--- config.mk ---
export PLATFORM = sky130hd
export DESIGN_NAME = bthin_eval
export DESIGN_NICKNAME = d
export VERILOG_FILES = /design/src/hw/rtl/bthin_pkg.sv /design/src/hw/rtl/bthin_eval.sv
export SDC_FILE = /design/constraint.sdc
export NUM_CORES = 1
export LEC_CHECK = 0
export BUFFER_PORTS_ARGS = -buffer_cell sky130_fd_sc_hd__clkbuf_2
export CAP_MARGIN = 30
export CORE_AREA = 2 2 39 41
export DETAILED_ROUTE_END_ITERATION = 7
export DIE_AREA = 0 0 41 43
export GPL_ROUTABILITY_DRIVEN = 0
export PLACE_DENSITY = 0.8
export SLEW_MARGIN = 20
export SYNTH_ARGS = -nofsm -noshare
export SYNTH_HDL_FRONTEND = slang
export SYNTH_SLANG_ARGS = --single-unit
export TNS_END_PERCENT = 1
--- constraint.sdc ---
create_clock -name vclk -period 7.3
set_input_delay 0.365 -clock vclk [all_inputs]
set_output_delay 0.365 -clock vclk [all_outputs]
set_load 0.005 [all_outputs]
--- src/hw/rtl/bthin_pkg.sv ---
`timescale 1ns / 1ps
// Shared types and codes for the binary thinning block.
package bthin_pkg;

  // Item command codes.
  localparam logic [1:0] CMD_LOAD = 2'd0;
  localparam logic [1:0] CMD_RUN  = 2'd1;
  localparam logic [1:0] CMD_READ = 2'd2;

  // Configuration register indexes.
  localparam logic [1:0] CFG_WIDTH  = 2'd0;
  localparam logic [1:0] CFG_HEIGHT = 2'd1;

  // Eight neighbors in ring order, bit i is ring position i.
  typedef logic [7:0] ring_t;

  // Outcome of the neighborhood tests for one pixel.
  typedef struct packed {
    logic cnt_ok;
    logic trans_ok;
    logic side_ok;
  } eval_t;

endpackage

--- src/hw/rtl/bthin_eval.sv ---
`timescale 1ns / 1ps
// Neighborhood tests of one thinning step: count, transitions and side rule.
module bthin_eval
  import bthin_pkg::*;
(
  input  ring_t ring,
  input  logic  phase,
  output eval_t res
);

  logic [3:0] cnt;
  logic [3:0] trans;

  // Count set neighbors and 0-to-1 steps going round the ring.
  always_comb begin
    cnt   = '0;
    trans = '0;
    for (int i = 0; i < 8; i++) begin
      cnt = cnt + 4'(ring[i]);
      if (!ring[i] && ring[(i + 1) % 8]) begin
        trans = trans + 4'd1;
      end
    end
  end

  // Phase 1 looks at the west and north sides, phase 0 at south and east.
  always_comb begin
    res.cnt_ok   = (cnt >= 4'd2) && (cnt <= 4'd6);
    res.trans_ok = (trans == 4'd1);
    if (phase) begin
      res.side_ok = !ring[1] || !ring[7] || (!ring[3] && !ring[5]);
    end else begin
      res.side_ok = !ring[3] || !ring[5] || (!ring[1] && !ring[7]);
    end
  end

endmodule

; Yosys cells after proc, flatten, opt, wreduce, memory -nomap -nowiden
; Cells that the tools add are included.
[word_totals]
elab_cells = 49
output_inout_bits = 3
latch_bits = 0
ff_bits = 0
ramBits = 0
mem_bits_ro = 0
memories = 0
[classes]
mux = 9
reduce_logical = 23
eq_ne = 1
order_cmp = 2
div = 0
n_shift = 0
n_bitwise = 0
n_addsub = 14
multipliers = 0
[ops]
columns = operator, count
row1 = "adder 4 x 1 -> 4 bit, second input constant", 7
row2 = two-way mux 4 bit, 7
row3 = adder 4 x 1 -> 4 bit, 4
row4 = logical AND 1 bit, 11
row5 = logical NOT 1 bit, 8
row6 = adder 3 x 1 -> 4 bit, 1
row7 = "equality test 4 x 1 -> 1 bit, second input constant", 1
row8 = ">= comparator 4 x 2 -> 1 bit, second input constant", 1
row9 = "<= comparator 4 x 3 -> 1 bit, second input constant", 1
row10 = logical OR 1 bit, 4
row11 = adder 2 x 1 -> 3 bit, 1
row12 = adder 1 x 1 -> 2 bit, 1
row13 = two-way mux 1 bit, 2

; Depth between registers and ports, before layout
; Gate-level depths: netlist (run 1).
[depth]
ltp_word = 18
ltp_mapped = 24
ltp_nobuf = 23

; Worst setup path after synthesis (run 1)
; OpenSTA, ideal clock, no wires.
[synth_timing]
kind = in2out
startpoint = in ring[1]
endpoint = out res[1] (netlist bit)
required_time_ps = 6935
arrival_ps = 4098
stages = 21
slack_ps = 2837
n_path_buf = 1
path_cell_list = buf_6 -> nor2b_1 -> a21oi_1 -> nor2_1 -> a21oi_1 -> ha_1 -> a22oi_1 -> o31a_1 -> inv_1 -> ha_1 -> nor2_1 -> a21oi_1 -> ha_1 -> o32ai_1 -> a21oi_1 -> ha_1 -> nand2_1 -> nand2_1 -> ha_1 -> or4_1 -> a31oi_1
[synth_lines]
columns = item, line
row1 = start: declaration, bthin_eval.sv:6  ; input ring_t ring,
row2 = end: declaration, bthin_eval.sv:8  ; output eval_t res

==> metrics.cfg, run 1 <==
[floorplanning]
pin_count=12
rows=14
fp.dieH_um=43
initial_core_util_pct=54.7
die_area_um2=1760
dieWidth_um=41
core-area_um2=1380

[worst_setup_path]
cp.arrival_ps=4650
crit_type=in2out
critical_path_required_ps=6930
cp-end-kind=primary output
start_kind=input port
crit_path_max_fanout=13

[grt]
grt_pass1_vias=709
grt_util_all_layers_pct=20.8
gr-total-overflow=0
grt_pass1_wl_um=2720
grt_max_degree=14
antenna_found_initial=0

[min_path]
hp-class=in2out
hp-start=ring[7]
min_to=res[0]
worstHoldPathCells=3

[timing]
fmax_mhz=199
slew_viol_final=0
worstMarginPinSlew_ps=418
rsz0062_at_grt=false
slew_headroom_pct=72.0
finalHoldViolCount=0
setup_tns_ps=0
setup_viol=0
fin_crit_ps=5010
fin_crit_sh_pct=68.7

[cts]
cts_resized=0
ctsHoldBuffers=0
post-cts-setup-buffers=0

[finish]
final_nets=137
drive_gt1_share_pct=19.5
nClkBuffers=0
final_common_cell=inv_1
regArea_um2=0
antenna_cells=0
fill_cells=130
utilization_pct=57.8
design.seq.count=0
area_growth_pct=5.62
final_cell_mix=inv_1 (15), clkbuf_2 (12), nor2_1 (9), ha_1 (9), a21oi_1 (7)

[synthesis]
synthesis.area_um2=757
synthCells=105
yosys_warnings=0
synth_nets=127
synth-seq-area-share_pct=0
syn_area_per_cell_um2=7.21
ys_types=36

[drt]
routed_via_density=5.98
dr.pass1.iters=4
drt_wl_total_um=1590
remaining_drc_errors=0
drtAntennaViolNets=0
vias=771
avgRoutedWirePerCell_um=12.3
drt_first_iter_violations=12

[power_and_ir_drop]
p_leak_nw=0.374
power_frac_comb_pct=100.0
p_seq_share_pct=0
p_int_uw=40.3
clock_power_share_pct=0
power.density_nw_per_um2=109
p_sw_uw=47.0
ir_drop_uv=79.8
swShare_pct=53.8

[placed_design]
dp_hpwl_um=1290
io_buffers=12

[status]
status=finished clean

[job]
drv_cap=0

==> synth_stat cells, types with 2 or more instances <==
cell type	n	area, µm²
a21oi_1	7	35.0
a22oi_1	4	30.0
a31o_2	3	26.3
a31oi_1	2	12.5
buf_4	2	15.0
buf_6	2	22.5
fa_1	4	80.1
ha_1	9	113
inv_1	15	56.3
nand2_1	5	18.8
nand2b_1	2	12.5
nand3_1	4	20.0
nor2_1	9	33.8
nor2b_1	5	31.3
nor4_1	2	12.5
o211ai_1	2	15.0
o21ai_0	5	25.0
or4_1	2	15.0
xnor2_1	2	17.5
xor2_1	3	26.3
==> power groups by stage <==
stage	Clock [mW]	Sequential, mW	Combinational [mW]
finish	0	0	0.0873
CTS	0	0	0.0882
global route	0	0	0.101
global placement	0	0	0.0840
floorplan	0	0	0.0678
detailed placement	0	0	0.0877
==> area by class of cell <==
class              count  area, µm²  share of cell area, %
multi-input cells     86        663                   82.9
well taps             16       20.0                   2.50
repair buffers        12       60.1                   7.51
inverters             15       56.3                   7.04
==> per-stage QoR <==
| stage | instances | hold WS (ps) | setup slack, ps | total power, mW | cell area (µm²) |
|---|---|---|---|---|---|
| after floorplan | 105 | 785 | 2840 | 0.0678 | 757 |
| after global placement | 129 | 1040 | 2370 | 0.0840 | 800 |
| after detailed placement | 129 | 1040 | 2310 | 0.0877 | 800 |
| after CTS | 129 | 1040 | 2310 | 0.0882 | 800 |
| after global routing | 129 | 1050 | 1900 | 0.101 | 800 |
| final | 129 | 1050 | 2290 | 0.0873 | 800 |
==> worst max-delay path by stage <==
stage          startpoint  endpoint  slack, ps
6_report          ring[1]    res[1]       2290
5_1_grt           ring[1]    res[1]       1900
4_1_cts           ring[1]    res[1]       2310
3_5_place_dp      ring[1]    res[1]       2310
3_3_place_gp      ring[1]    res[1]       2370
2_1_floorplan     ring[1]    res[1]       2840
==> logic make-up (layout without fill, tap and decap cells) <==
| group | Yosys count | in the layout | synth area share, % |
|---|---|---|---|
| buf+inv | 19 | 27 | 12.4 |
| simple gates | 37 | 37 | 27.8 |
| compound gates | 31 | 31 | 28.6 |
| fa+ha+maj | 13 | 13 | 25.5 |
| xor+xnor | 5 | 5 | 5.79 |
==> critical path, cell delays in order <==
cell      delay, ps
clkbuf_2        200
nor2b_1         200
a21oi_1         140
nor2_1           50
a21oi_1         200
ha_1            270
a22oi_1         170
o31a_1          260
inv_1            70
ha_1            280
nor2_1          100
a21oi_1          50
ha_1            270
o32ai_1         340
a21oi_1         140
ha_1            320
nand2_1          50
nand2_1          60
ha_1            140
nand3_1          90
xor2_1          190
xnor2_1         130
a221o_2         300
a31oi_1         130
clkbuf_2        130
==> routing by layer <==
metal  vias up  track usage, %  share of wire [%]
met4         0            4.00                1.7
met3         4           0.524                4.6
met5         -               0                  0
li1        395               -                  -
met2        28            37.5                 50
met1       344            26.0                 44
(Power assumes the default switching activity.)
==> run 2: changes to the inputs <==
==> constraint.sdc (replaced) <==
create_clock -name vclk -period 4.7
set_input_delay 0.235 -clock vclk [all_inputs]
set_output_delay 0.235 -clock vclk [all_outputs]
set_load 0.005 [all_outputs]
==> metrics.cfg, run 2 (synthesis gave the netlist of run 1 again) <==
[status]
status=finished clean

[drt]
drt_first_iter_violations=12  ; unchanged
remaining_drc_errors=0  ; unchanged
routed_via_density=6.02  ; +0.76%
avgRoutedWirePerCell_um=12.8  ; +3.9%
drtAntennaViolNets=0  ; unchanged
vias=819  ; +6.2%
dr.pass1.iters=4  ; unchanged
drt_wl_total_um=1740  ; +9.5%

[floorplanning]
dieWidth_um=41  ; unchanged
fp.dieH_um=43  ; unchanged
pin_count=12  ; unchanged
initial_core_util_pct=54.7  ; unchanged
core-area_um2=1380  ; unchanged
rows=14  ; unchanged
die_area_um2=1760  ; unchanged

[grt]
grt_util_all_layers_pct=22.1  ; +1.2 points
grt_pass1_wl_um=2880  ; +6.1%
antenna_found_initial=0  ; unchanged
gr-total-overflow=0  ; unchanged
grt_max_degree=13  ; -1
grt_pass1_vias=749  ; +5.6%

[finish]
final_common_cell=inv_1
final_nets=144  ; +5.1%
regArea_um2=0  ; unchanged
design.seq.count=0  ; unchanged
area_growth_pct=15.5
utilization_pct=63.2  ; +5.4 points
final_cell_mix=inv_1 (15), clkbuf_2 (12), nor2_1 (9), ha_1 (9), buf_4 (7)
fill_cells=124  ; -4.6%
antenna_cells=0  ; unchanged
drive_gt1_share_pct=27.5  ; +8.0 points
nClkBuffers=0  ; unchanged

[timing]
slew_headroom_pct=72.4  ; +0.40 points
fmax_mhz=222
finalHoldViolCount=0  ; unchanged
setup_viol=0  ; unchanged
worstMarginPinSlew_ps=412  ; -6.01 ps
slew_viol_final=0  ; unchanged
fin_crit_ps=4510
fin_crit_sh_pct=96.0
worst_slack_ps=188  ; -2100 ps

[worst_setup_path]
path_buf_inv=3  ; unchanged
slowest_delay_ps=320  ; -20 ps
cp.arrival_ps=4280  ; -370 ps
crit_path_cell_trace=clkbuf_2 > nor2b_1 > a21oi_1 > a21oi_2 > ha_1 > a22oi_1 > o31a_1 > inv_1 > ha_1 > nor2_1 > a21oi_1 > ha_1 > o32ai_2 > a21oi_1 > ha_1 > nand2_1 > nand2_1 > ha_1 > nand3_1 > xor2_1 > xnor2_1 > a221o_2 > a31oi_1 > clkbuf_2
start_kind=input port
slowest_stage=ha_1
crit_path_max_fanout=8  ; -5
critical_path_required_ps=4470  ; -2460 ps
startpoint=ring[2]
cp_common_cell=ha_1
cp-end-kind=primary output
crit_type=in2out
crit_family=compound AO/OA/AOI/OAI gates

[min_path]
hp-class=in2out
hp-start=ring[7]

[placed_design]
dp_slack_ps=117  ; -2190 ps
io_buffers=12  ; unchanged
dp_hpwl_um=1360  ; +5.3%

[power_and_ir_drop]
ir_drop_uv=143  ; +80%
finalPower_uw=153  ; +75%
power.density_nw_per_um2=174  ; +60%
p_leak_nw=0.415  ; +11%

[job]
drv_cap=0  ; unchanged

[cts]
ctsHoldBuffers=0  ; unchanged

-- run 2: cell count changes in the layout (fill, tap and decap cells not counted) --
cell     change
a21oi_1      -2
a21oi_2      +2
buf_4        +7
nor2b_1      -1
nor2b_4      +1
o32ai_1      -1
o32ai_2      +1
-- run 2: tightest hold or removal path, delay by kind of cell --
kind | cells | cell delay [ps]
buffers and inverters | 2 | 230
AOI/OAI and AO/OA | 1 | 70
-- run 2: where the power goes --
part           switching (mW)  internal (mW)
Clock                       0              0
Combinational          0.0805         0.0721
Sequential                  0              0
Total                  0.0805         0.0721
-- run 2: through the flow --
step           area (µm²)  cells  setup TNS, ps  hold WS, ps
6_report              875    136              0          769
5_1_grt               875    136          -53.5          787
4_1_cts               837    134              0          770
3_5_place_dp          837    134              0          768
3_3_place_gp          837    134              0          764
2_1_floorplan         757    105              0          525
-- run 2: area by class of cell --
type	count	area, µm²	share of cell area, %
multi-input cells	86	686	78.4
repair buffers	19	113	12.9
inverters	15	56.3	6.44
well taps	16	20.0	2.29
-- run 2: timing repair --
| item | in CTS | in global routing |
|---|---|---|
| resized for setup | 0 | 5 |
| endpoints found under the setup margin | 0 | 1 |
| setup buffers | 0 | 2 |
-- run 2: per-layer routing --
layer,track usage (%),part of all wire (%)
met1,30.2,45
met4,1.33,0.98
met5,0,0
met3,0,3.9
met2,38.8,50
-- run 2: path summary, 6_finish.rpt --
path	depth (start not counted)	slack (ps)	end
max	24	190	res[1]
min	3	770	res[0]
==> run 3: changes to the inputs <==
--- a/config.mk
+++ b/config.mk
@@ -7,11 +7,11 @@
 export LEC_CHECK = 0
 export BUFFER_PORTS_ARGS = -buffer_cell sky130_fd_sc_hd__clkbuf_2
 export CAP_MARGIN = 30
-export CORE_AREA = 2 2 39 41
+export CORE_UTILIZATION = 55
 export DETAILED_ROUTE_END_ITERATION = 7
-export DIE_AREA = 0 0 41 43
 export GPL_ROUTABILITY_DRIVEN = 0
-export PLACE_DENSITY = 0.8
+export PLACE_DENSITY = 0.81
+export SKIP_LAST_GASP = 1
 export SLEW_MARGIN = 20
 export SYNTH_ARGS = -nofsm -noshare
 export SYNTH_HDL_FRONTEND = slang
==> constraint.sdc (replaced) <==
create_clock -name vclk -period 3.7
set_input_delay 0.185 -clock vclk [all_inputs]
set_output_delay 0.185 -clock vclk [all_outputs]
set_load 0.005 [all_outputs]
==> metrics.cfg, run 3 (synthesis gave the netlist of run 1 again) <==
[floorplanning]
rows=13  ; -1
initial_core_util_pct=58.9  ; +4.2 points
dieWidth_um=39.1  ; -4.6%
pin_count=12  ; unchanged
fp.dieH_um=39.1  ; -9.1%
core-area_um2=1280  ; -7.1%
die_area_um2=1530  ; -13%

[worst_setup_path]
worstSetupEndpoint=res[1]
cp-end-kind=primary output
slowest_stage=ha_1
critical_path_required_ps=3510  ; -960 ps
crit_type=in2out
cp.arrival_ps=3910  ; -370 ps
startpoint=ring[0]
start_kind=input port
cp_common_cell=ha_1
slowest_delay_ps=310  ; about the same
crit_path_max_fanout=4  ; -4

[drt]
routed_via_density=5.92  ; -1.7%
drt_wl_total_um=2090  ; +20%
drtAntennaViolNets=0  ; unchanged
dr.pass1.iters=4  ; unchanged
vias=882  ; +7.7%
drt_first_iter_violations=22  ; +10
remaining_drc_errors=0  ; unchanged
avgRoutedWirePerCell_um=14.0  ; +9.7%

[grt]
grt_max_degree=12  ; -1
gr-total-overflow=0  ; unchanged
grt_util_all_layers_pct=28.1  ; +6.0 points
antenna_found_initial=0  ; unchanged
grt_pass1_wl_um=3040  ; +5.3%
grt_pass1_vias=768  ; +2.5%

[finish]
final_common_cell=buf_4
drive_gt1_share_pct=42.5  ; +15 points
final_area_um2=1040  ; +19%
antenna_cells=0  ; unchanged
area_growth_pct=37.2
final_cell_mix=buf_4 (21), inv_1 (13), clkbuf_2 (9)
nClkBuffers=0  ; unchanged
final_nets=158  ; +9.7%
regArea_um2=0  ; unchanged
design.seq.count=0  ; unchanged

[timing]
slew_headroom_pct=73.2  ; +0.76 points
worst_slack_ps=-393  ; -581 ps
rsz0062_at_grt=true
setup_viol=1  ; +1
fmax_mhz=244
worstMarginPinSlew_ps=401  ; -11.3 ps
slew_viol_final=0  ; unchanged
finalHoldViolCount=0  ; unchanged
whs_ps=673  ; -96.4 ps
fin_crit_sh_pct=111
fin_crit_ps=4090

[placed_design]
dp_hpwl_um=1640  ; +20%
dp_slack_ps=-531  ; -648 ps
postPlaceCellArea_um2=965  ; +15%
io_buffers=12  ; unchanged

[power_and_ir_drop]
ir_drop_uv=206  ; +44%
p_leak_nw=0.492  ; +18%
power.density_nw_per_um2=221  ; +27%
finalPower_uw=229  ; +50%

[status]
violations=negative setup slack
status=complete, but fails checks

[min_path]
hp-class=in2out

[job]
drv_cap=0  ; unchanged

[run 3: cell types whose count changed in the layout (fill, tap and decap cells not counted), moves of 2 or more]
cell,delta
buf_4,+14
clkbuf_2,-3
a21oi_1,-2
a21oi_2,+2
clkbuf_8,+2
ha_1,-2
inv_1,-2
inv_2,+2
[run 3: worst min-delay path by stage]
stage / from / endpoint / slack (ps) / cells past startpoint
floorplan: ring[7] / res[0] / 430 / 1
global placement: ring[7] / res[0] / 670 / 3
detailed placement: ring[7] / res[0] / 670 / 3
CTS: ring[7] / res[0] / 670 / 3
global route: ring[7] / res[0] / 700 / 3
finish: ring[7] / res[0] / 670 / 3
[run 3: per-stage QoR]
stage	instances	util (%)	TNS, ps
2_1_floorplan	105	-	-221
3_3_place_gp	144	75.1	-389
6_report	149	80.8	-393
5_1_grt	149	80.8	-642
4_1_cts	148	79.6	-453
3_5_place_dp	144	75.1	-531
[run 3: metal layers]
layer  up-vias  global-route usage (%)  routed length, µm
li1        437                       -                  -
met1       418                    33.0                896
met2        27                    56.3               1100
met3         0                   0.578                 95
met4         0                    3.45                  0
met5         -                       0                  0
[run 3: report_power, final]
part | internal (mW) | total [mW] | leakage (nW) | switching (mW)
registers | 0 | 0 | 0 | 0
logic | 0.114 | 0.229 | 0.492 | 0.115
clock network | 0 | 0 | 0 | 0
total | 0.114 | 0.229 | 0.492 | 0.115
[run 3: cell type report]
class / instances / area, µm²
Multi-Input combinational cell: 86 / 728
Fill cell: 94 / 246
Timing Repair Buffer: 33 / 235
Inverter: 15 / 56.3
Tap cell: 15 / 18.8
[run 3: worst max-delay path, delay by kind of cell]
| family | cells | cell delay (ps) |
|---|---|---|
| AND/OR/NAND/NOR | 5 | 270 |
| buffers and inverters | 5 | 410 |
| adder cells (fa/ha/maj) | 6 | 1500 |
| XOR/XNOR | 2 | 310 |
| AO/OA/AOI/OAI | 7 | 1230 |
[run 3: what timing repair did]
item | 4_1_cts | 5_1_grt
gates resized for setup | 7 | 3
endpoints found under the hold margin | 0 | 0
endpoints found under the setup margin | 1 | 2
pin swaps | 7 | 3
hold buffers | 0 | 0
setup buffers | 4 | 1
